===== src/sv/smlc_pkg.sv =====
// Shared types and constants for the sliding median level classifier.
package smlc_pkg;

  localparam int unsigned SMP_W   = 16;
  localparam int unsigned LVL_W   = 3;
  localparam int unsigned CFG_IDX_W = 2;

  localparam logic [SMP_W-1:0] RST_THR_LOW  = 16'd1000;
  localparam logic [SMP_W-1:0] RST_THR_MID  = 16'd2600;
  localparam logic [SMP_W-1:0] RST_THR_HIGH = 16'd8000;

  localparam logic [LVL_W-1:0] LVL_1 = 3'd1;
  localparam logic [LVL_W-1:0] LVL_2 = 3'd2;
  localparam logic [LVL_W-1:0] LVL_3 = 3'd3;
  localparam logic [LVL_W-1:0] LVL_4 = 3'd4;

  typedef enum logic [CFG_IDX_W-1:0] {
    CFG_THR_LOW  = 2'd0,
    CFG_THR_MID  = 2'd1,
    CFG_THR_HIGH = 2'd2
  } cfg_idx_e;

  typedef struct packed {
    logic [SMP_W-1:0] low;
    logic [SMP_W-1:0] mid;
    logic [SMP_W-1:0] high;
  } thr_t;

endpackage


===== src/sv/smlc_cell.sv =====
// One window cell: holds a sample, passes it on, and works out its own sorted rank.
module smlc_cell
  import smlc_pkg::*;
#(
  parameter int unsigned N   = 5,
  parameter int unsigned IDX = 0
) (
  input  logic                    clk_i,
  input  logic                    rst_ni,
  input  logic                    shift_i,
  input  logic [SMP_W-1:0]        din_i,
  input  logic [N-1:0][SMP_W-1:0] win_i,
  output logic [SMP_W-1:0]        val_o,
  output logic                    sel_o
);

  localparam int unsigned RANK_W = $clog2(N);

  logic [SMP_W-1:0]  val_q;
  logic [RANK_W-1:0] rank;

  always_ff @(posedge clk_i or negedge rst_ni) begin
    if (!rst_ni) begin
      val_q <= '0;
    end else if (shift_i) begin
      val_q <= din_i;
    end
  end

  // rank = entries strictly below, plus equal entries in lower cells (ties broken by position)
  always_comb begin
    rank = '0;
    for (int j = 0; j < int'(N); j++) begin
      if (j != int'(IDX)) begin
        if ((win_i[j] < val_q) || ((j < int'(IDX)) && (win_i[j] == val_q))) begin
          rank = rank + 1'b1;
        end
      end
    end
  end

  assign val_o = val_q;
  assign sel_o = (rank == RANK_W'(N / 2));

endmodule


===== src/sv/smlc_class.sv =====
// Level classifier stage: registers the median and its threshold class.
module smlc_class
  import smlc_pkg::*;
(
  input  logic             clk_i,
  input  logic             en_i,
  input  logic [SMP_W-1:0] med_i,
  input  thr_t             thr_i,
  output logic [SMP_W-1:0] median_o,
  output logic [LVL_W-1:0] level_o
);

  logic [SMP_W-1:0] median_q;
  logic [LVL_W-1:0] level_q, level_d;

  // first threshold the median falls below wins
  always_comb begin
    if (med_i < thr_i.low) begin
      level_d = LVL_1;
    end else if (med_i < thr_i.mid) begin
      level_d = LVL_2;
    end else if (med_i < thr_i.high) begin
      level_d = LVL_3;
    end else begin
      level_d = LVL_4;
    end
  end

  always_ff @(posedge clk_i) begin
    if (en_i) begin
      median_q <= med_i;
      level_q  <= level_d;
    end
  end

  assign median_o = median_q;
  assign level_o  = level_q;

endmodule


===== src/sv/sliding_median_level_classifier.sv =====
// Registers: the sample in the cell row, the median in med_q, then median and class.
// Throughput: one sample per cycle unless stalled; each cell ranks itself against the
// whole window combinationally; that compare-and-count in the cell row sets the rate.
// An output stall on a waiting result freezes all three stages and stalls the input.
// Reset (async, active low): window cleared to zeros, thresholds to 1000/2600/8000,
// pipeline empty.
module sliding_median_level_classifier
  import smlc_pkg::*;
#(
  parameter int unsigned WINDOW_LEN = 5
) (
  input  logic                 clk_i,
  input  logic                 rst_ni,
  input  logic                 in_valid_i,
  output logic                 in_stall_o,
  input  logic [SMP_W-1:0]     sample_i,
  output logic                 out_valid_o,
  input  logic                 out_stall_i,
  output logic [SMP_W-1:0]     median_value_o,
  output logic [LVL_W-1:0]     level_o,
  input  logic                 cfg_valid_i,
  output logic                 cfg_ready_o,
  input  logic [CFG_IDX_W-1:0] cfg_index_i,
  input  logic [SMP_W-1:0]     cfg_data_i
);

  thr_t thr_q;

  logic en;
  logic accept;
  logic a_vld_q, b_vld_q, o_vld_q;

  logic [WINDOW_LEN-1:0][SMP_W-1:0] win;
  logic [WINDOW_LEN-1:0]            sel;
  logic [SMP_W-1:0]                 med;
  logic [SMP_W-1:0]                 med_q;

  assign cfg_ready_o = 1'b1;

  always_ff @(posedge clk_i or negedge rst_ni) begin
    if (!rst_ni) begin
      thr_q.low  <= RST_THR_LOW;
      thr_q.mid  <= RST_THR_MID;
      thr_q.high <= RST_THR_HIGH;
    end else if (cfg_valid_i && cfg_ready_o) begin
      unique case (cfg_idx_e'(cfg_index_i))
        CFG_THR_LOW:  thr_q.low  <= cfg_data_i;
        CFG_THR_MID:  thr_q.mid  <= cfg_data_i;
        CFG_THR_HIGH: thr_q.high <= cfg_data_i;
        default: ;
      endcase
    end
  end

  assign en         = !o_vld_q || !out_stall_i;
  assign in_stall_o = !en;
  assign accept     = in_valid_i && en;

  always_ff @(posedge clk_i or negedge rst_ni) begin
    if (!rst_ni) begin
      a_vld_q <= 1'b0;
      b_vld_q <= 1'b0;
      o_vld_q <= 1'b0;
    end else if (en) begin
      a_vld_q <= in_valid_i;
      b_vld_q <= a_vld_q;
      o_vld_q <= b_vld_q;
    end
  end

  // cell row as a shift line: oldest sample drops off the far end
  for (genvar k = 0; k < WINDOW_LEN; k++) begin : g_cell
    logic [SMP_W-1:0] din;
    if (k == 0) begin : g_head
      assign din = sample_i;
    end else begin : g_body
      assign din = win[k-1];
    end
    smlc_cell #(
      .N   (WINDOW_LEN),
      .IDX (k)
    ) u_cell (
      .clk_i   (clk_i),
      .rst_ni  (rst_ni),
      .shift_i (accept),
      .din_i   (din),
      .win_i   (win),
      .val_o   (win[k]),
      .sel_o   (sel[k])
    );
  end

  // ranks are a permutation, so exactly one cell is selected
  always_comb begin
    med = '0;
    for (int k = 0; k < int'(WINDOW_LEN); k++) begin
      if (sel[k]) begin
        med = med | win[k];
      end
    end
  end

  always_ff @(posedge clk_i) begin
    if (en) begin
      med_q <= med;
    end
  end

  smlc_class u_class (
    .clk_i    (clk_i),
    .en_i     (en),
    .med_i    (med_q),
    .thr_i    (thr_q),
    .median_o (median_value_o),
    .level_o  (level_o)
  );

  assign out_valid_o = o_vld_q;

endmodule


===== config.mk =====
export PLATFORM = sky130hd
export DESIGN_NAME = sliding_median_level_classifier
export DESIGN_NICKNAME = d
export VERILOG_FILES = /design/src/sv/smlc_pkg.sv /design/src/sv/smlc_cell.sv /design/src/sv/smlc_class.sv /design/src/sv/sliding_median_level_classifier.sv
export SDC_FILE = /design/constraint.sdc
export NUM_CORES = 1
export LEC_CHECK = 0
export BUFFER_PORTS_ARGS = -buffer_cell sky130_fd_sc_hd__buf_2
export CAP_MARGIN = 15
export CORE_ASPECT_RATIO = 0.8
export CORE_MARGIN = 10
export CORE_UTILIZATION = 45
export CTS_CLUSTER_DIAMETER = 150
export DETAILED_ROUTE_END_ITERATION = 6
export PLACE_DENSITY = 0.67
export SETUP_SLACK_MARGIN = 0.2
export SYNTH_ARGS = -nofsm -noshare
export SYNTH_HDL_FRONTEND = slang
export SYNTH_SLANG_ARGS = --single-unit

===== constraint.sdc =====
create_clock -name clk_i -period 12.9 [get_ports clk_i]
set_clock_uncertainty 0.2 [all_clocks]
set_input_delay 2.58 -clock clk_i [delete_from_list [all_inputs] [get_ports clk_i]]
set_output_delay 2.58 -clock clk_i [all_outputs]
set_load 0.03 [all_outputs]

==> metrics.yaml <==
status: "completed"
worstSetupPathType: "in2out"
dp_hpwl_mm: 23.1
cts_tree: "yes"
finalSetupTns_ns: 0
grt_pass1_wl_mm: 48.5
post_synth.cell_area_avg_um2: 9.63
ys_seq_elements: 166
dieWidth_um: 200
highest_layer: "met4"
yosys.cell_types.count: 69
hp-class: "reg2reg"
drc: 0
slew_violations: 0
clk_latency_ns: 0.44
grt_usage_pct: 19.1
grt_max_degree: 103
rsz0062_at_grt: "false"
diodes: 0
met1Wirelength_mm: 14.7
worstPathMaxFanout: 39
dieArea_um2: 32700
seq_area_um2: 4350
period_share_pct: 50.1
layout-drive-gt1-share_pct: 12.5
rows: 52
instances_no_fill: 1594
dr_wl_met2_mm: 13.0
syn_nets: 1464
synth_area_um2: 11600
period_needed_ns: 6.47
cts_made_buffers: 17
worstPathArrival_ns: 3.69
cts.repair.resized: 0
required_ns: 10.12
clk_pin_slew_ns: 0.06
htree_levels: 4
ys_warn_count: 0
dr.pass1.iters: 6
final_area_um2: 12800
placed_cell_area_um2: 12200
setup.worst_path.start_class: "input port"
cts_setup_buffers: 0
port_buffers: 59
setup_viol: 0
fin_hold_ws_ns: 0.260
n_fill_cell: 2350
clockBufferDepth: 2
drtAntennaViolNets: 0
timing.critical_path.to_type: "output pin"
ios: 61
placed_cells: 1562
area_delta_synth_final_pct: 10.0
slew_headroom_pct: 15.7
ys_seq_area_share_pct: 37.4
core_area_um2: 25400
die_h_um: 164
tightest_slew_ns: 1.26
wl_met3_mm: 1.97
wirelength_mm: 30.3
vias: 9061
drt_iter0_markers: 770
fmax_mhz: 155
nets: 1514
avgViaCountPerCell: 5.68
synth_cells: 1207
cts.sinks: 166
ys_async_sr_fraction_pct: 78.9
cap_violations: 0
cts_hold_buffers: 0
place_congestion: 0.921
multiInputGateArea_um2: 6600
wl_per_cell_um: 19.0
grt-ovfl-total: 0
start_util_pct: 45.8
grt_pass1_vias: 8908
hold_viol: 0
synth_edf_count: 35
root_buffer: "clkbuf_16"
grt_antenna_before_repair: 0
ys.flop_type: "dfrtp_1"
==> Yosys cell counts (all sizes together) (5+ instances only) <==
library cell | count | area, um^2
a21o | 25 | 188
buf | 9 | 73.8
nand2 | 157 | 589
and4 | 5 | 43.8
or4 | 5 | 41.3
and3 | 6 | 42.5
ha | 218 | 2730
a21oi | 87 | 435
nor2 | 22 | 82.6
o21ai | 123 | 623
dfstp | 16 | 420
mux2 | 35 | 394
a222oi | 16 | 160
dfrtp | 115 | 2880
nand3 | 16 | 80.1
nand2b | 10 | 62.6
nor3 | 7 | 35.0
o211ai | 24 | 195
o21a | 9 | 67.6
inv | 144 | 541
nor2b | 9 | 56.3
clkbuf | 22 | 82.6
edfxtp | 35 | 1050
nand4 | 34 | 219
==> worst paths after layout <==
kind | from | to | slack (ns) | cells past startpoint
worst min register to register | b_vld_q | out_valid_o | 0.26 | 1
worst max-delay path | out_stall_i | in_stall_o | 6.43 | 4
max in group asynchronous | rst_ni | g_cell[3].u_cell.val_o[5] | 9.21 | 2
min in group asynchronous | rst_ni | g_cell[2].u_cell.val_o[12] | 1.95 | 1
worst max register to register | g_cell[1].u_cell.val_o[15] | med_q[14] | 7.36 | 16
worst min-delay path | b_vld_q | out_valid_o | 0.26 | 1
==> sequential cells by signal, indices dropped and copies added (netlist names) <==
signal and cells:
out_valid_o 1, med_q 16, u_class.level_o 3, b_vld_q 1, thr_q 48, u_class.median_o 16, a_vld_q 1, g_cell.u_cell.val_o 80
==> through the flow <==
step                      setup slack, ns  utilization [%]
final                                6.43             50.4
after global placement               6.42             48.2
after CTS                            6.39             50.4
after global routing                 6.28             50.4
after floorplan                      6.32                -
after detailed placement             6.40             48.2
==> logic make-up after synthesis <==
group | synth area share [%]
compound gates | 16.7
xor+xnor | 0.377
simple gates | 11.9
mux | 4.04
flops | 37.4
other cells | 0.0323
buf+inv | 6.00
fa+ha+maj | 23.5
==> critical path: stages <==
cell,delay (ns)
buf_2,0.10
nand2_2,0.63
inv_1,0.14
buf_2,0.22
==> area by class of cell <==
| class | instances | area share, % |
|---|---|---|
| Sequential cell | 166 | 34.0 |
| Clock inverter | 15 | 1.08 |
| Clock buffer | 17 | 3.33 |
| Timing Repair Buffer | 62 | 2.54 |
| Multi-Input combinational cell | 866 | 51.6 |
| Inverter | 144 | 4.23 |
| Tap cell | 324 | 3.17 |
==> routing by layer <==
metal | vias up | global-route usage, %
met2 | 246 | 28.5
met1 | 4325 | 27.2
met4 | 0 | 6.08
met3 | 36 | 3.66
li1 | 4454 | -
met5 | - | 0
==> cell usage in the layout, fill, tap and decap left out, types with 3 or more instances in the layout <==
cell type,count
clkbuf_16,17
and3_1,5
nand2_1,156
or4_1,4
buf_4,3
a222oi_1,16
nand4_1,33
mux2_2,35
o211ai_2,3
edfxtp_1,35
clkinv_1,6
dfrtp_1,115
o21a_1,9
buf_2,58
nor3_1,7
dfstp_2,16
o211ai_1,21
or3_1,3
nor2_1,22
inv_1,144
a21o_1,25
a21oi_1,87
nand3_1,16
ha_1,218
mux2i_1,3
o21ai_0,121
xnor2_1,3
nand2b_1,10
clkinv_4,3
a211oi_1,3
nor2b_1,9
and4_1,5
Power is left out: the tool's default activity adds up to more than one toggle a clock period on the data nets, which glitch-free logic cannot reach.
